[config.mk]
export PLATFORM = sky130hd
export DESIGN_NAME = integer_to_ascii_padded
export DESIGN_NICKNAME = d
export VERILOG_FILES = /design/src/sv/ita_pkg.sv /design/src/sv/ita_digits.sv /design/src/sv/integer_to_ascii_padded.sv
export SDC_FILE = /design/constraint.sdc
export NUM_CORES = 1
export LEC_CHECK = 0
export ABC_AREA = 1
export BUFFER_PORTS_ARGS = -buffer_cell sky130_fd_sc_hd__buf_2
export CAP_MARGIN = 25
export CORE_MARGIN = 1.5
export CORE_UTILIZATION = 40
export CTS_CLUSTER_SIZE = 30
export DETAILED_ROUTE_END_ITERATION = 16
export GPL_TIMING_DRIVEN = 0
export PLACE_DENSITY = 0.64
export RECOVER_POWER = 100
export SLEW_MARGIN = 0
export SYNTH_ARGS = -nofsm -noshare
export SYNTH_HDL_FRONTEND = slang
export SYNTH_SLANG_ARGS = --single-unit
[constraint.sdc]
create_clock -name clk -period 6.17 [get_ports clk]
set_clock_uncertainty 0.15 [all_clocks]
set_input_delay 0.3085 -clock clk [delete_from_list [all_inputs] [get_ports clk]]
set_output_delay 0.3085 -clock clk [all_outputs]
set_load 0.01 [all_outputs]
[src/sv/ita_pkg.sv]
// Shared types, codes and constants for the integer to ASCII converter.
package ita_pkg;

    // Default configuration
    localparam int MAX_WIDTH_DEF  = 32;
    localparam int VALUE_BITS_DEF = 64;

    // Radix codes on the kind field
    localparam logic [1:0] KIND_DEC = 2'd0;
    localparam logic [1:0] KIND_HEX = 2'd1;
    localparam logic [1:0] KIND_OCT = 2'd2;

    // Character codes
    localparam logic [6:0] CH_ZERO    = 7'd48;
    localparam logic [6:0] CH_A_LOWER = 7'd97;
    localparam logic [6:0] CH_SPACE   = 7'd32;
    localparam logic [6:0] CH_TEN     = 7'd10;

    // Operations on the digit shift register
    typedef enum logic [2:0] {
        DOP_HOLD,
        DOP_LOAD_DEC,
        DOP_LOAD_HEX,
        DOP_LOAD_OCT,
        DOP_DABBLE,
        DOP_SHIFT
    } dig_op_t;

    // Map one digit to its ASCII character
    function automatic logic [6:0] digit_char(input logic [3:0] d);
        logic [6:0] c;
        if (d < 4'd10)
            c = CH_ZERO + {3'b000, d};
        else
            c = CH_A_LOWER + {3'b000, d} - CH_TEN;
        return c;
    endfunction

endpackage

[src/sv/ita_digits.sv]
// Digit shift register: decimal double dabble, hex and octal load, top-digit shift.
module ita_digits #(
    parameter int VALUE_BITS = ita_pkg::VALUE_BITS_DEF
) (
    input  logic            clk,
    input  ita_pkg::dig_op_t op,
    input  logic [63:0]     value,
    output logic [3:0]      top_digit
);
    import ita_pkg::*;

    localparam int NDIG = (VALUE_BITS + 2) / 3;
    localparam int WB   = 4 * NDIG;

    logic [3:0]            dig_reg [NDIG];
    logic [3:0]            dig_next [NDIG];
    logic [3:0]            adj [NDIG];
    logic [VALUE_BITS-1:0] val_reg;
    logic [VALUE_BITS-1:0] val_next;
    logic [WB-1:0]         wide;

    assign wide      = WB'(value[VALUE_BITS-1:0]);
    assign top_digit = dig_reg[NDIG-1];

    // Add three to every digit of five or more before each shift
    always_comb
    begin
        for (int i = 0; i < NDIG; i++)
        begin
            adj[i] = (dig_reg[i] >= 4'd5) ? dig_reg[i] + 4'd3 : dig_reg[i];
        end
    end

    // Select the next digit contents
    always_comb
    begin
        val_next = val_reg;
        for (int i = 0; i < NDIG; i++)
        begin
            dig_next[i] = dig_reg[i];
        end
        unique case (op)
            DOP_HOLD:
            begin
            end
            DOP_LOAD_DEC:
            begin
                val_next = value[VALUE_BITS-1:0];
                for (int i = 0; i < NDIG; i++)
                begin
                    dig_next[i] = 4'd0;
                end
            end
            DOP_LOAD_HEX:
            begin
                for (int i = 0; i < NDIG; i++)
                begin
                    dig_next[i] = wide[4*i +: 4];
                end
            end
            DOP_LOAD_OCT:
            begin
                for (int i = 0; i < NDIG; i++)
                begin
                    dig_next[i] = {1'b0, wide[3*i +: 3]};
                end
            end
            DOP_DABBLE:
            begin
                val_next = {val_reg[VALUE_BITS-2:0], 1'b0};
                dig_next[0] = {adj[0][2:0], val_reg[VALUE_BITS-1]};
                for (int i = 1; i < NDIG; i++)
                begin
                    dig_next[i] = {adj[i][2:0], adj[i-1][3]};
                end
            end
            DOP_SHIFT:
            begin
                dig_next[0] = 4'd0;
                for (int i = 1; i < NDIG; i++)
                begin
                    dig_next[i] = dig_reg[i-1];
                end
            end
            default:
            begin
            end
        endcase
    end

    // Hold digits and the value shift line
    always_ff @(posedge clk)
    begin
        val_reg <= val_next;
        for (int i = 0; i < NDIG; i++)
        begin
            dig_reg[i] <= dig_next[i];
        end
    end

endmodule

[src/sv/integer_to_ascii_padded.sv]
// Top level of the padded integer to ASCII converter: sequencer and output register.
//
//  channel | signals                                   | transfer when
//  --------+-------------------------------------------+------------------------
//  in      | in_valid in_ready kind value zero_fill     | in_valid && in_ready
//          | min_width                                  |
//  out     | out_valid out_ready char_out last          | out_valid && out_ready
//
// One item at a time. Decimal runs one double-dabble step per value bit; hex and
// octal load their digits directly. A scan then drops leading zero digits, one per
// cycle (up to NDIG-1), and emission sends one character per cycle while the
// output is not stalled.
// Reset clears the sequencer, its counters and the output register. A stalled
// output holds the sequencer in emission; in_ready is high only between items.
module integer_to_ascii_padded #(
    parameter int MAX_WIDTH  = ita_pkg::MAX_WIDTH_DEF,
    parameter int VALUE_BITS = ita_pkg::VALUE_BITS_DEF
) (
    input  logic        clk,
    input  logic        rst_n,
    input  logic        in_valid,
    output logic        in_ready,
    input  logic [1:0]  kind,
    input  logic [63:0] value,
    input  logic        zero_fill,
    input  logic [5:0]  min_width,
    output logic        out_valid,
    input  logic        out_ready,
    output logic [6:0]  char_out,
    output logic        last
);
    import ita_pkg::*;

    localparam int NDIG = (VALUE_BITS + 2) / 3;
    localparam int NW   = $clog2(NDIG + 1);
    localparam int CW   = $clog2(MAX_WIDTH + 1);
    localparam int BW   = $clog2(VALUE_BITS);

    typedef enum logic [1:0] {
        ST_IDLE,
        ST_CONV,
        ST_SCAN,
        ST_EMIT
    } state_t;

    state_t      state_reg, state_next;
    logic [NW-1:0] ndig_reg, ndig_next;
    logic [CW-1:0] rem_reg, rem_next;
    logic [CW-1:0] w_reg, w_next;
    logic [BW-1:0] bit_reg, bit_next;
    logic        pad_zero_reg, pad_zero_next;
    logic        out_valid_reg, out_valid_next;
    logic [6:0]  char_reg, char_next;
    logic        last_reg, last_next;
    dig_op_t     op;
    logic [3:0]  top_digit;
    logic        in_fire;
    logic        emit_go;
    logic        pad_now;
    logic [CW-1:0] ndig_ext;
    logic [6:0]  pad_char;

    ita_digits #(
        .VALUE_BITS(VALUE_BITS)
    ) u_digits (
        .clk      (clk),
        .op       (op),
        .value    (value),
        .top_digit(top_digit)
    );

    assign in_ready  = (state_reg == ST_IDLE);
    assign in_fire   = in_valid && in_ready;
    assign out_valid = out_valid_reg;
    assign char_out  = char_reg;
    assign last      = last_reg;
    assign ndig_ext  = CW'(ndig_reg);
    assign emit_go   = (state_reg == ST_EMIT) && (!out_valid_reg || out_ready);
    assign pad_now   = rem_reg > ndig_ext;
    assign pad_char  = pad_zero_reg ? CH_ZERO : CH_SPACE;

    // Sequence conversion, scan and emission
    always_comb
    begin
        state_next     = state_reg;
        ndig_next      = ndig_reg;
        rem_next       = rem_reg;
        w_next         = w_reg;
        bit_next       = bit_reg;
        pad_zero_next  = pad_zero_reg;
        char_next      = char_reg;
        last_next      = last_reg;
        op             = DOP_HOLD;
        out_valid_next = out_valid_reg && !out_ready;
        unique case (state_reg)
            ST_IDLE:
            begin
                if (in_fire)
                begin
                    pad_zero_next = zero_fill;
                    w_next = ({1'b0, min_width} > 7'(MAX_WIDTH)) ?
                             CW'(MAX_WIDTH) : CW'(min_width);
                    bit_next  = BW'(VALUE_BITS - 1);
                    ndig_next = NW'(NDIG);
                    priority if (kind == KIND_HEX)
                    begin
                        op = DOP_LOAD_HEX;
                        state_next = ST_SCAN;
                    end
                    else if (kind == KIND_OCT)
                    begin
                        op = DOP_LOAD_OCT;
                        state_next = ST_SCAN;
                    end
                    else
                    begin
                        op = DOP_LOAD_DEC;
                        state_next = ST_CONV;
                    end
                end
            end
            ST_CONV:
            begin
                op = DOP_DABBLE;
                bit_next = bit_reg - BW'(1);
                if (bit_reg == '0)
                    state_next = ST_SCAN;
            end
            ST_SCAN:
            begin
                if ((ndig_reg > NW'(1)) && (top_digit == 4'd0))
                begin
                    op = DOP_SHIFT;
                    ndig_next = ndig_reg - NW'(1);
                end
                else
                begin
                    rem_next = (w_reg > ndig_ext) ? w_reg : ndig_ext;
                    state_next = ST_EMIT;
                end
            end
            ST_EMIT:
            begin
                if (emit_go)
                begin
                    out_valid_next = 1'b1;
                    last_next = (rem_reg == CW'(1));
                    rem_next = rem_reg - CW'(1);
                    if (pad_now)
                        char_next = pad_char;
                    else
                    begin
                        char_next = digit_char(top_digit);
                        op = DOP_SHIFT;
                        ndig_next = ndig_reg - NW'(1);
                    end
                    if (rem_reg == CW'(1))
                        state_next = ST_IDLE;
                end
            end
            default:
            begin
                state_next = ST_IDLE;
            end
        endcase
    end

    // Hold state, counters and the output register
    always_ff @(posedge clk or negedge rst_n)
    begin
        if (!rst_n)
        begin
            state_reg     <= ST_IDLE;
            ndig_reg      <= '0;
            rem_reg       <= '0;
            w_reg         <= '0;
            bit_reg       <= '0;
            pad_zero_reg  <= 1'b0;
            out_valid_reg <= 1'b0;
            char_reg      <= '0;
            last_reg      <= 1'b0;
        end
        else
        begin
            state_reg     <= state_next;
            ndig_reg      <= ndig_next;
            rem_reg       <= rem_next;
            w_reg         <= w_next;
            bit_reg       <= bit_next;
            pad_zero_reg  <= pad_zero_next;
            out_valid_reg <= out_valid_next;
            char_reg      <= char_next;
            last_reg      <= last_next;
        end
    end

    // Digit count stays within the store while an item is in flight
    a_ndig_range: assert property (@(posedge clk) disable iff (!rst_n)
        ((state_reg == ST_SCAN) || (state_reg == ST_EMIT)) |->
        ((ndig_reg <= NW'(NDIG)) && ((ndig_reg != '0) || (rem_reg == '0))))
        else $error("digit count out of range");

    // Remaining characters never fall below remaining digits
    a_rem_cover: assert property (@(posedge clk) disable iff (!rst_n)
        (state_reg == ST_EMIT) |-> (ndig_ext <= rem_reg))
        else $error("fewer characters left than digits");

    // An accepted item closes the input until its run ends
    a_busy: assert property (@(posedge clk) disable iff (!rst_n)
        in_fire |=> !in_ready)
        else $error("input reopened during conversion");

    // The final character carries last and returns to idle
    a_last: assert property (@(posedge clk) disable iff (!rst_n)
        (emit_go && (rem_reg == CW'(1))) |=>
        (out_valid && last && (state_reg == ST_IDLE)))
        else $error("run did not end on last character");

endmodule

==> impl_metrics.py <==
metrics = {
    "worst_setup_path": {
        "cpPeakStageDelay_ns": 0.62,
        "start_kind": "flip-flop",
        "arrival_ns": 4.77,
        "crit_start": "ndig_reg[2]",
        "critPathCaptureType": "flip-flop",
        "path_common_cell": "nand2_1",
        "path_cells": "inv_1 > ha_1 > nand2_1 > nor2_1 > nand2_1 > nand2_1 > nand2_1 > nand2_1 > nand3_1 > nand2_1 > clkbuf_1 > clkbuf_1 > nand2_1 > o211ai_1 > buf_6 > clkbuf_1 > buf_6",
        "r2r-start": "ndig_reg[2]",
        "path_class": "flip-flop to flip-flop",
        "r2r-end": "u_digits.dig_reg[1][3]",
        "crit_required_ns": 6.18,
        "r2r_setup_slack_ns": 1.41,
        "cpMaxStageDelayCell": "clkbuf_1",
        "critPathMaxFanout": 10,
        "crit_end": "u_digits.dig_reg[1][3]",
        "reg2reg_depth": 17,
    },
    "die": {
        "ios": 87,
        "die_w_um": 177,
        "core_area_um2": 29800,
        "num_rows": 63,
        "dieArea_um2": 31400,
        "dieHeight_um": 177,
        "start_util_pct": 40.8,
    },
    "cts": {
        "clk_latency_ns": 0.46,
        "h-tree-depth": 4,
        "clockBufferDepth": 2,
        "path_clk_slew_ns": 0.07,
        "tritoncts": "built",
        "post_cts_buffers": 0,
        "root_buffer": "clkbuf_16",
        "cts_buffers": 17,
        "cts_sinks": 187,
    },
    "power_and_ir_drop": {
        "leakage_nw": 6.37,
        "peakVddDrop_mv": 0.323,
        "powerDensity_nw_per_um2": 653,
        "finalPower_mw": 8.99,
    },
    "routing": {
        "wl_per_cell_um": 18.3,
        "ant_nets": 0,
        "route.detailed.drc": 0,
        "totalWireLength_um": 37900,
        "first_iter_violations": 1160,
        "first_pass_iters": 8,
        "vias_per_cell": 5.43,
        "num_vias": 11200,
    },
    "sta": {
        "rsz0062_at_grt": "no",
        "hold_viol_final": 0,
        "period_minus_slack_ns": 4.76,
        "maxSlewHeadroom_pct": -30.3,
        "finalSetupTns_ns": 0,
        "setup_viol": 0,
        "fmax_mhz": 210,
        "timing.final.crit_share_pct": 77.1,
        "worst_pin_slew_ns": 1.96,
        "drv_slew": 36,
    },
    "worst_hold_path": {
        "holdPathStages": 3,
        "hp-class": "input pin to flip-flop",
    },
    "place": {
        "hpwl_um": 27300,
        "gp_congestion": 0.967,
        "io_buffers": 86,
        "placed_cell_area_um2": 13200,
    },
    "synth": {
        "synth_cells": 1541,
        "syn_area_um2": 12100,
        "ys_seq_area_share_pct": 44.8,
        "yosysWarnings": 0,
        "synth.distinct_cells": 40,
        "syn_area_per_cell_um2": 7.88,
        "ys_ff_latch": 187,
        "syn_nets": 1684,
    },
    "grt": {
        "grt_max_degree": 36,
        "grt-ovfl-total": 0,
        "grt_pass1_vias": 10600,
        "grt_pass1_wl_um": 58200,
        "track_usage_pct": 24.9,
        "grt_antenna_before_repair": 0,
    },
    "finish": {
        "stdcell_area_um2": 13800,
        "ff_latch_area_um2": 5440,
        "antenna_cells": 0,
        "final_nets": 1808,
        "largest_reg_flops": 88,
        "mostFrequentLayoutCell": "nand2_1",
        "layout_common_cells": "455 x nand2_1, 278 x nand3_1, 189 x inv_1",
        "multi_input_area_um2": 5630,
        "area_delta_synth_final_pct": 13.4,
        "fillers": 3028,
        "drive_above_1_share_pct": 9.48,
    },
    "run": {
        "drv_cap": 1,
    },
    "status": {
        "violations": "max-capacitance violations, max-slew violations",
        "status": "finished with violations",
    },
}
## worst min-delay path by stage
stage	end	slack, ns	from
final	u_digits.val_reg[1]	0.02	value[1]
after detailed placement	bit_reg[4]	0.29	rst_n
after global routing	u_digits.val_reg[1]	0.02	value[1]
after global placement	bit_reg[5]	0.29	rst_n
after CTS	u_digits.val_reg[1]	0.0008	value[1]
after floorplan	bit_reg[0]	-0.14	rst_n
## worst max-delay path: cells and delay by family, from the launching register on
family                   cells  cell delay, ns
buffers and inverters        6            2.04
AND/OR/NAND/NOR              9            1.17
flip-flops                   1            0.44
AO/OA/AOI/OAI                1            0.37
adder cells (fa/ha/maj)      1            0.29
## where the power goes
part / internal, mW / leakage [nW] / switching [mW] / total (mW)
Combinational: 1.48 / 4.16 / 3.34 / 4.82
Clock: 0.615 / 0.279 / 0.510 / 1.13
Sequential: 2.55 / 1.93 / 0.494 / 3.04
## through the flow
stage          utilization, %  std cells  setup WS (ns)  hold slack, ns
2_1_floorplan               -       1541         -0.181          -0.137
3_3_place_gp             44.0       2017          -2.90           0.293
3_5_place_dp             44.5       2029           2.29           0.294
4_1_cts                  46.6       2068           2.28        0.000760
5_1_grt                  46.2       2068          0.966          0.0168
6_report                 46.2       2068           1.41          0.0159
## what timing repair did
action                     4_1_cts  5_1_grt
setup endpoints to repair        0        0
resized for setup                0        0
hold endpoints to repair        41        0
hold buffers                     7        0
## per-layer routing
metal,wire length [um],global-route usage [%],vias to the layer above
li1,-,-,5349
met1,15900,33.7,5251
met2,16600,37.6,532
met5,0,0,-
met4,1430,11.8,0
met3,3940,5.30,98
## cells in the mapped netlist
cell,instances,area (um2)
nand2_1,451,1690
nand3_1,277,1390
inv_1,191,717
edfxtp_1,152,4560
o21ai_0,88,440
ha_1,66,826
a21oi_1,62,310
nor2_1,50,188
dfrtp_1,35,876
xor2_1,31,272
buf_2,23,115
clkbuf_1,22,82.6
buf_4,12,90.1
or2_2,11,68.8
nor3_1,9,45.0
o211ai_1,7,52.6
buf_6,6,67.6
a21o_1,5,37.5
nand4_1,5,31.3
nand2_2,4,25.0
a22o_1,3,26.3
inv_2,3,11.3
o21a_1,3,22.5
o21bai_1,3,22.5
a211oi_1,2,15.0
a22oi_1,2,15.0
nand3_2,2,20.0
nor2_4,2,22.5
nor3b_1,2,15.0
o31ai_1,2,15.0
buf_1,1,3.75
clkinv_1,1,3.75
mux2i_1,1,10.0
nand2_4,1,11.3
nand3b_1,1,7.51
nor2_2,1,6.26
o2111ai_1,1,8.76
o21ai_1,1,5.00
or2_0,1,6.26
xnor2_1,1,8.76
## cell families (layout without fill, tap and decap cells)
logic type               Yosys count  count (layout)  synth area share [%]
AO/OA/AOI/OAI                    179             179                  7.99
adder cells (fa/ha/maj)           66              66                  6.80
AND/OR/NAND/NOR                  817             817                  29.0
XOR/XNOR                          32              32                  2.31
multiplexers                       1               1                0.0824
buffers and inverters            259             396                  8.98
flip-flops                       187             187                  44.8
## area by class of cell
class                      instances  share of cell area [%]
multi-input combinational       1095                    40.9
sequential                       187                    39.5
inverter                         195                    5.32
timing repair buffer             105                    4.40
tap                              390                    3.54
clock buffer                      20                    3.32
buffer                            64                    2.15
clock inverter                    12                   0.891
(Power assumes the default switching activity.)
